$ cat config.mk
export PLATFORM = sky130hd
export DESIGN_NAME = e2r_sincos
export DESIGN_NICKNAME = d
export VERILOG_FILES = /design/src/design/e2r_pkg.sv /design/src/design/e2r_sincos.sv
export SDC_FILE = /design/constraint.sdc
export NUM_CORES = 2
export LEC_CHECK = 0
export BUFFER_PORTS_ARGS = -buffer_cell sky130_fd_sc_hd__buf_2
export CORE_MARGIN = 5
export CORE_UTILIZATION = 25
export CTS_CLUSTER_SIZE = 25
export DETAILED_ROUTE_END_ITERATION = 10
export RECOVER_POWER = 100
export SYNTH_ARGS = -nofsm -noshare
export SYNTH_HDL_FRONTEND = slang
export SYNTH_SLANG_ARGS = --single-unit
$ cat constraint.sdc
create_clock -name clk -period 6.2 [get_ports clk]
set_clock_uncertainty 0.2 [all_clocks]
set_input_delay 0.93 -clock clk [delete_from_list [all_inputs] [get_ports clk]]
set_output_delay 0.93 -clock clk [all_outputs]
set_load 0.005 [all_outputs]
$ cat src/design/e2r_pkg.sv
// Package for the Euler angle to rotation matrix block.
// Holds fixed-point constants, the arctangent table and shared types; no dependencies.
`default_nettype none
package e2r_pkg;

  localparam int AngW = 16;
  localparam int ZW = 34;
  localparam int XW = 34;
  localparam int QW = 16;

  localparam logic signed [ZW-1:0] PiQ30 = 34'sd3373259426;
  localparam logic signed [ZW-1:0] HalfPiQ30 = 34'sd1686629713;
  localparam logic signed [ZW-1:0] TwoPiQ30 = 34'sd6746518852;
  localparam logic signed [XW-1:0] GainQ30 = 34'sd652032874;
  localparam logic signed [QW-1:0] OneQ14 = 16'sd16384;
  localparam int AtanEntries = 24;

  typedef logic signed [AngW-1:0] angle_t;
  typedef logic signed [QW-1:0] q14_t;

  typedef struct packed {
    angle_t roll_angle;
    angle_t pitch_angle;
    angle_t yaw_angle;
  } attitude_t;

  typedef struct packed {
    q14_t m00;
    q14_t m01;
    q14_t m02;
    q14_t m10;
    q14_t m11;
    q14_t m12;
    q14_t m20;
    q14_t m21;
    q14_t m22;
  } matrix_t;

  typedef struct packed {
    logic signed [ZW-1:0] z;
    logic signed [XW-1:0] x;
    logic signed [XW-1:0] y;
    logic neg;
  } cordic_t;

  function automatic logic signed [ZW-1:0] atan_q30(input logic [4:0] idx);
    logic signed [ZW-1:0] v;
    case (idx)
      5'd0: v = 34'sh3243F6A8;
      5'd1: v = 34'sh1DAC6705;
      5'd2: v = 34'sh0FADBAFC;
      5'd3: v = 34'sh07F56EA6;
      5'd4: v = 34'sh03FEAB76;
      5'd5: v = 34'sh01FFD55B;
      5'd6: v = 34'sh00FFFAAA;
      5'd7: v = 34'sh007FFF55;
      5'd8: v = 34'sh003FFFEA;
      5'd9: v = 34'sh001FFFFD;
      5'd10: v = 34'sh000FFFFF;
      5'd11: v = 34'sh0007FFFF;
      5'd12: v = 34'sh0003FFFF;
      5'd13: v = 34'sh0001FFFF;
      5'd14: v = 34'sh0000FFFF;
      5'd15: v = 34'sh00007FFF;
      5'd16: v = 34'sh00003FFF;
      5'd17: v = 34'sh00001FFF;
      5'd18: v = 34'sh00000FFF;
      5'd19: v = 34'sh000007FF;
      5'd20: v = 34'sh000003FF;
      5'd21: v = 34'sh000001FF;
      5'd22: v = 34'sh000000FF;
      5'd23: v = 34'sh0000007F;
      default: v = '0;
    endcase
    return v;
  endfunction

  function automatic q14_t clamp_one(input logic signed [47:0] v);
    q14_t r;
    if (v > 48'sd16384) begin
      r = OneQ14;
    end else if (v < -48'sd16384) begin
      r = -OneQ14;
    end else begin
      r = v[QW-1:0];
    end
    return r;
  endfunction

endpackage
`default_nettype wire

$ cat src/design/e2r_sincos.sv
// Pipelined range reduction and CORDIC for one angle, one stage per micro-rotation.
// Depends on e2r_pkg.
`default_nettype none
module e2r_sincos
  import e2r_pkg::*;
#(
  parameter int CORDIC_STAGES = 16
) (
  input wire logic clk,
  input wire logic en,
  input wire angle_t angle,
  output q14_t sin_q,
  output q14_t cos_q
);
  localparam int NStg = (CORDIC_STAGES < AtanEntries) ? CORDIC_STAGES : AtanEntries;

  logic signed [ZW-1:0] zw_r;
  cordic_t st_r [NStg+1];
  q14_t sin_r, cos_r;

  logic signed [ZW-1:0] z0, z1, z2;
  cordic_t st0_nxt;

  always_comb begin
    z0 = {angle, 18'd0};
    z1 = z0;
    if (z0 > PiQ30) begin
      z1 = z0 - TwoPiQ30;
    end else if (z0 < -PiQ30) begin
      z1 = z0 + TwoPiQ30;
    end
    z2 = z1;
    if (z1 > PiQ30) begin
      z2 = z1 - TwoPiQ30;
    end else if (z1 < -PiQ30) begin
      z2 = z1 + TwoPiQ30;
    end
  end

  always_comb begin
    st0_nxt.x = GainQ30;
    st0_nxt.y = '0;
    st0_nxt.z = zw_r;
    st0_nxt.neg = 1'b0;
    if (zw_r > HalfPiQ30) begin
      st0_nxt.z = zw_r - PiQ30;
      st0_nxt.neg = 1'b1;
    end else if (zw_r < -HalfPiQ30) begin
      st0_nxt.z = zw_r + PiQ30;
      st0_nxt.neg = 1'b1;
    end
  end

  always_ff @(posedge clk) begin
    if (en) begin
      zw_r <= z2;
      st_r[0] <= st0_nxt;
    end
  end

  for (genvar i = 0; i < NStg; i++) begin : g_stage
    cordic_t s_nxt;
    always_comb begin
      s_nxt.neg = st_r[i].neg;
      if (!st_r[i].z[ZW-1]) begin
        s_nxt.x = st_r[i].x - (st_r[i].y >>> i);
        s_nxt.y = st_r[i].y + (st_r[i].x >>> i);
        s_nxt.z = st_r[i].z - atan_q30(5'(i));
      end else begin
        s_nxt.x = st_r[i].x + (st_r[i].y >>> i);
        s_nxt.y = st_r[i].y - (st_r[i].x >>> i);
        s_nxt.z = st_r[i].z + atan_q30(5'(i));
      end
    end
    always_ff @(posedge clk) begin
      if (en) begin
        st_r[i+1] <= s_nxt;
      end
    end
  end

  logic signed [XW-1:0] xr, yr;
  logic signed [47:0] xq, yq;
  always_comb begin
    xr = (st_r[NStg].x + 34'sd32768) >>> 16;
    yr = (st_r[NStg].y + 34'sd32768) >>> 16;
    xq = 48'(xr);
    yq = 48'(yr);
    if (st_r[NStg].neg) begin
      xq = -xq;
      yq = -yq;
    end
  end

  always_ff @(posedge clk) begin
    if (en) begin
      cos_r <= clamp_one(xq);
      sin_r <= clamp_one(yq);
    end
  end

  assign sin_q = sin_r;
  assign cos_q = cos_r;
endmodule
`default_nettype wire

==> results.ini <==
[clocking]
cts_max_level=4
clk_pin_slew_worst_paths_ns=0.06
clk_latency_ns=0.87
post_cts_buffers=0
root_buffer=clkbuf_16
post_cts_resized=0
clk_path_buf_depth=4
cts_buffers=180
tritoncts_num_sinks=1531
cts_hold_buf=0
cts_tree=yes

[worst_setup_path]
critPathSlowestCell=edfxtp_1
cp.required_ns=6.56
crit_chain=clkbuf_1, inv_1, ha_1, o21a_1, o221ai_1, o2bb2ai_1, and4_1, a211o_1, o21ai_0, o31ai_1, o311a_1, nor2_1, o21ai_1, xnor2_1
arrival_ns=6.05
path_class=flop to flop
start_kind=flop
cp-end-kind=flop
critPathTopFamily=compound AO/OA/AOI/OAI gates
cpPeakStageDelay_ns=0.73
cp_max_fo=21
crit_buf_inv=2

[yosys]
synth_area_per_cell_um2=9.60
synth_area_leaders=edfxtp_1, ha_1, xnor2_1
synth_top_family_by_area=compound AO/OA/AOI/OAI gates
synthAdderAreaFrac=0.146
ys_ff_latch=1531
synth_edf_count=1531
synthArstFlopShare=0
ys_warn_count=0
synth_area_mm2=0.129
synth_compound_area_frac=0.199
syn_nets=15000
ys_top_cells_by_count=edfxtp_1, a21oi_1, ha_1
synth_cells=13500
post_synth_num_cell_types=112
synth-simple-area-share=0.135
synth_xor_area_frac=0.132
synth_top_area_share=0.356
yosysMostFrequentCell=edfxtp_1
muxShareOfSynthArea=0.0105
yosys_most_used_dff=edfxtp_1
seq_area_frac_synth=0.356
synth_top_area_cell=edfxtp_1

[sta]
hold_violations=0
period_minus_slack_ns=5.69
tightest_slew_ns=3.51
max_freq_mhz=176
relSlewSlack=-1.34
setup_violations=0
rsz0062_at_grt=false
holdWs_ns=0.213
fin_crit_sh=0.918
slew_violations=1439
tns_ns=0

[worst_hold_path]
holdCritPathClass=flop to flop

[die]
dieArea_mm2=0.532
die_h_um=729
die_w_um=729
initial_core_util=0.250
core_mm2=0.516
fp-row-count=264
pin_count=50

[status]
outcome=finished with violations
violations=capacitance limit, slew limit

[grt]
overflow=0
grt_first_pass_wirelength_um=493000
antenna_found_initial=2
track_usage=0.111
grt_pass1_vias=95700
grt_max_degree=152

[detailed_routing]
drc_errors=0
routed_wl_um=306000
vias=97900
first_pass_iters=6
viasPerCell=4.74
post_drt_wl_per_cell_um=14.8
drtAntennaViolNets=0
drt_iter0_drc=5091

[cells_and_area]
areaGrowthSynthToFinish_pct=11.1
fin_cells=20600
final_core_util=0.278
drive_gt1_frac=0.0369
layout.nets=15100

[flow_run]
cap_violations=19

[place]
dp_cells=20300
hpwl_um=244000
portBuffers=49
place.gp.congestion=0.888

## flip-flops by register name (all words and copies together), names as in the netlist
| register | cells |
|---|---|
| sin_q | 16 |
| st_r | 1476 |
| zw_r | 23 |
| cos_q | 16 |
## stage by stage
step	instance area [um2]	setup slack (ns)
after floorplan	129000	1.25
after global placement	138000	0.433
after detailed placement	138000	0.579
after CTS	144000	0.555
after global routing	144000	0.0802
final	144000	0.506
## layout by cell type, fill, tap and decap left out, drive strengths merged, types with 128 or more instances in the layout
| cell | count |
|---|---|
| clkbuf | 302 |
| nor2 | 1221 |
| a31oi | 157 |
| a21oi | 1450 |
| a21o | 612 |
| nand2b | 198 |
| nor2b | 204 |
| o21ai | 606 |
| and3 | 140 |
| ha | 1442 |
| a211oi | 128 |
| inv | 561 |
| xnor2 | 1256 |
| xor2 | 686 |
| nand3 | 225 |
| o21a | 257 |
| o21bai | 174 |
| nor3 | 358 |
| edfxtp | 1531 |
| nand2 | 639 |
## final cells by class
cell class                      instances  area (um2)
Antenna cell                            3        7.51
Clock buffer                          225        4760
Clock inverter                         83         872
Fill cell                           54100      373000
Inverter                              558        2090
Multi-Input combinational cell      11200       80300
Sequential cell                      1531       46000
Tap cell                             6916        8650
Timing Repair Buffer                  160         940
## final timing paths
path,endpoint,cells after the start,slack [ns],from
min,st_r[0][379]$_DFFE_PP_,0,0.21,st_r[0][276]$_DFFE_PP_
min reg2reg,st_r[0][379]$_DFFE_PP_,0,0.21,st_r[0][276]$_DFFE_PP_
max reg2reg,st_r[0][1130]$_DFFE_PP_,14,0.51,st_r[0][1029]$_DFFE_PP_
max,st_r[0][1130]$_DFFE_PP_,14,0.51,st_r[0][1029]$_DFFE_PP_
## routing by layer
| layer | vias to the layer above | global-route usage | share of wire |
|---|---|---|---|
| li1 | 50400 | - | - |
| met1 | 45200 | 0.128 | 0.43 |
| met2 | 1635 | 0.204 | 0.50 |
| met3 | 666 | 0.0109 | 0.029 |
| met4 | 0 | 0.0504 | 0.049 |
| met5 | - | 0 | 0 |
## cells by family (layout without fill, tap and decap cells)
group,after synthesis,after routing
fa+ha+maj,1481,1481
compound gates,4034,4034
buf+inv,775,1026
other cells,0,3
xor+xnor,1942,1942
simple gates,3573,3573
mux,128,128
flops,1531,1531
## worst register-to-register path, cell delays in order (launching register included)
cell and delay [ns]:
edfxtp_1 0.73, clkbuf_1 0.73, inv_1 0.62, ha_1 0.37
o21a_1 0.19, o221ai_1 0.32, o2bb2ai_1 0.19, and4_1 0.24
a211o_1 0.31, o21ai_0 0.49, o31ai_1 0.23, o311a_1 0.32
nor2_1 0.19, o21ai_1 0.13, xnor2_1 0.14
Power is not shown: default switching activity piles up to over one toggle a cycle in this logic, so the estimate is an artifact.
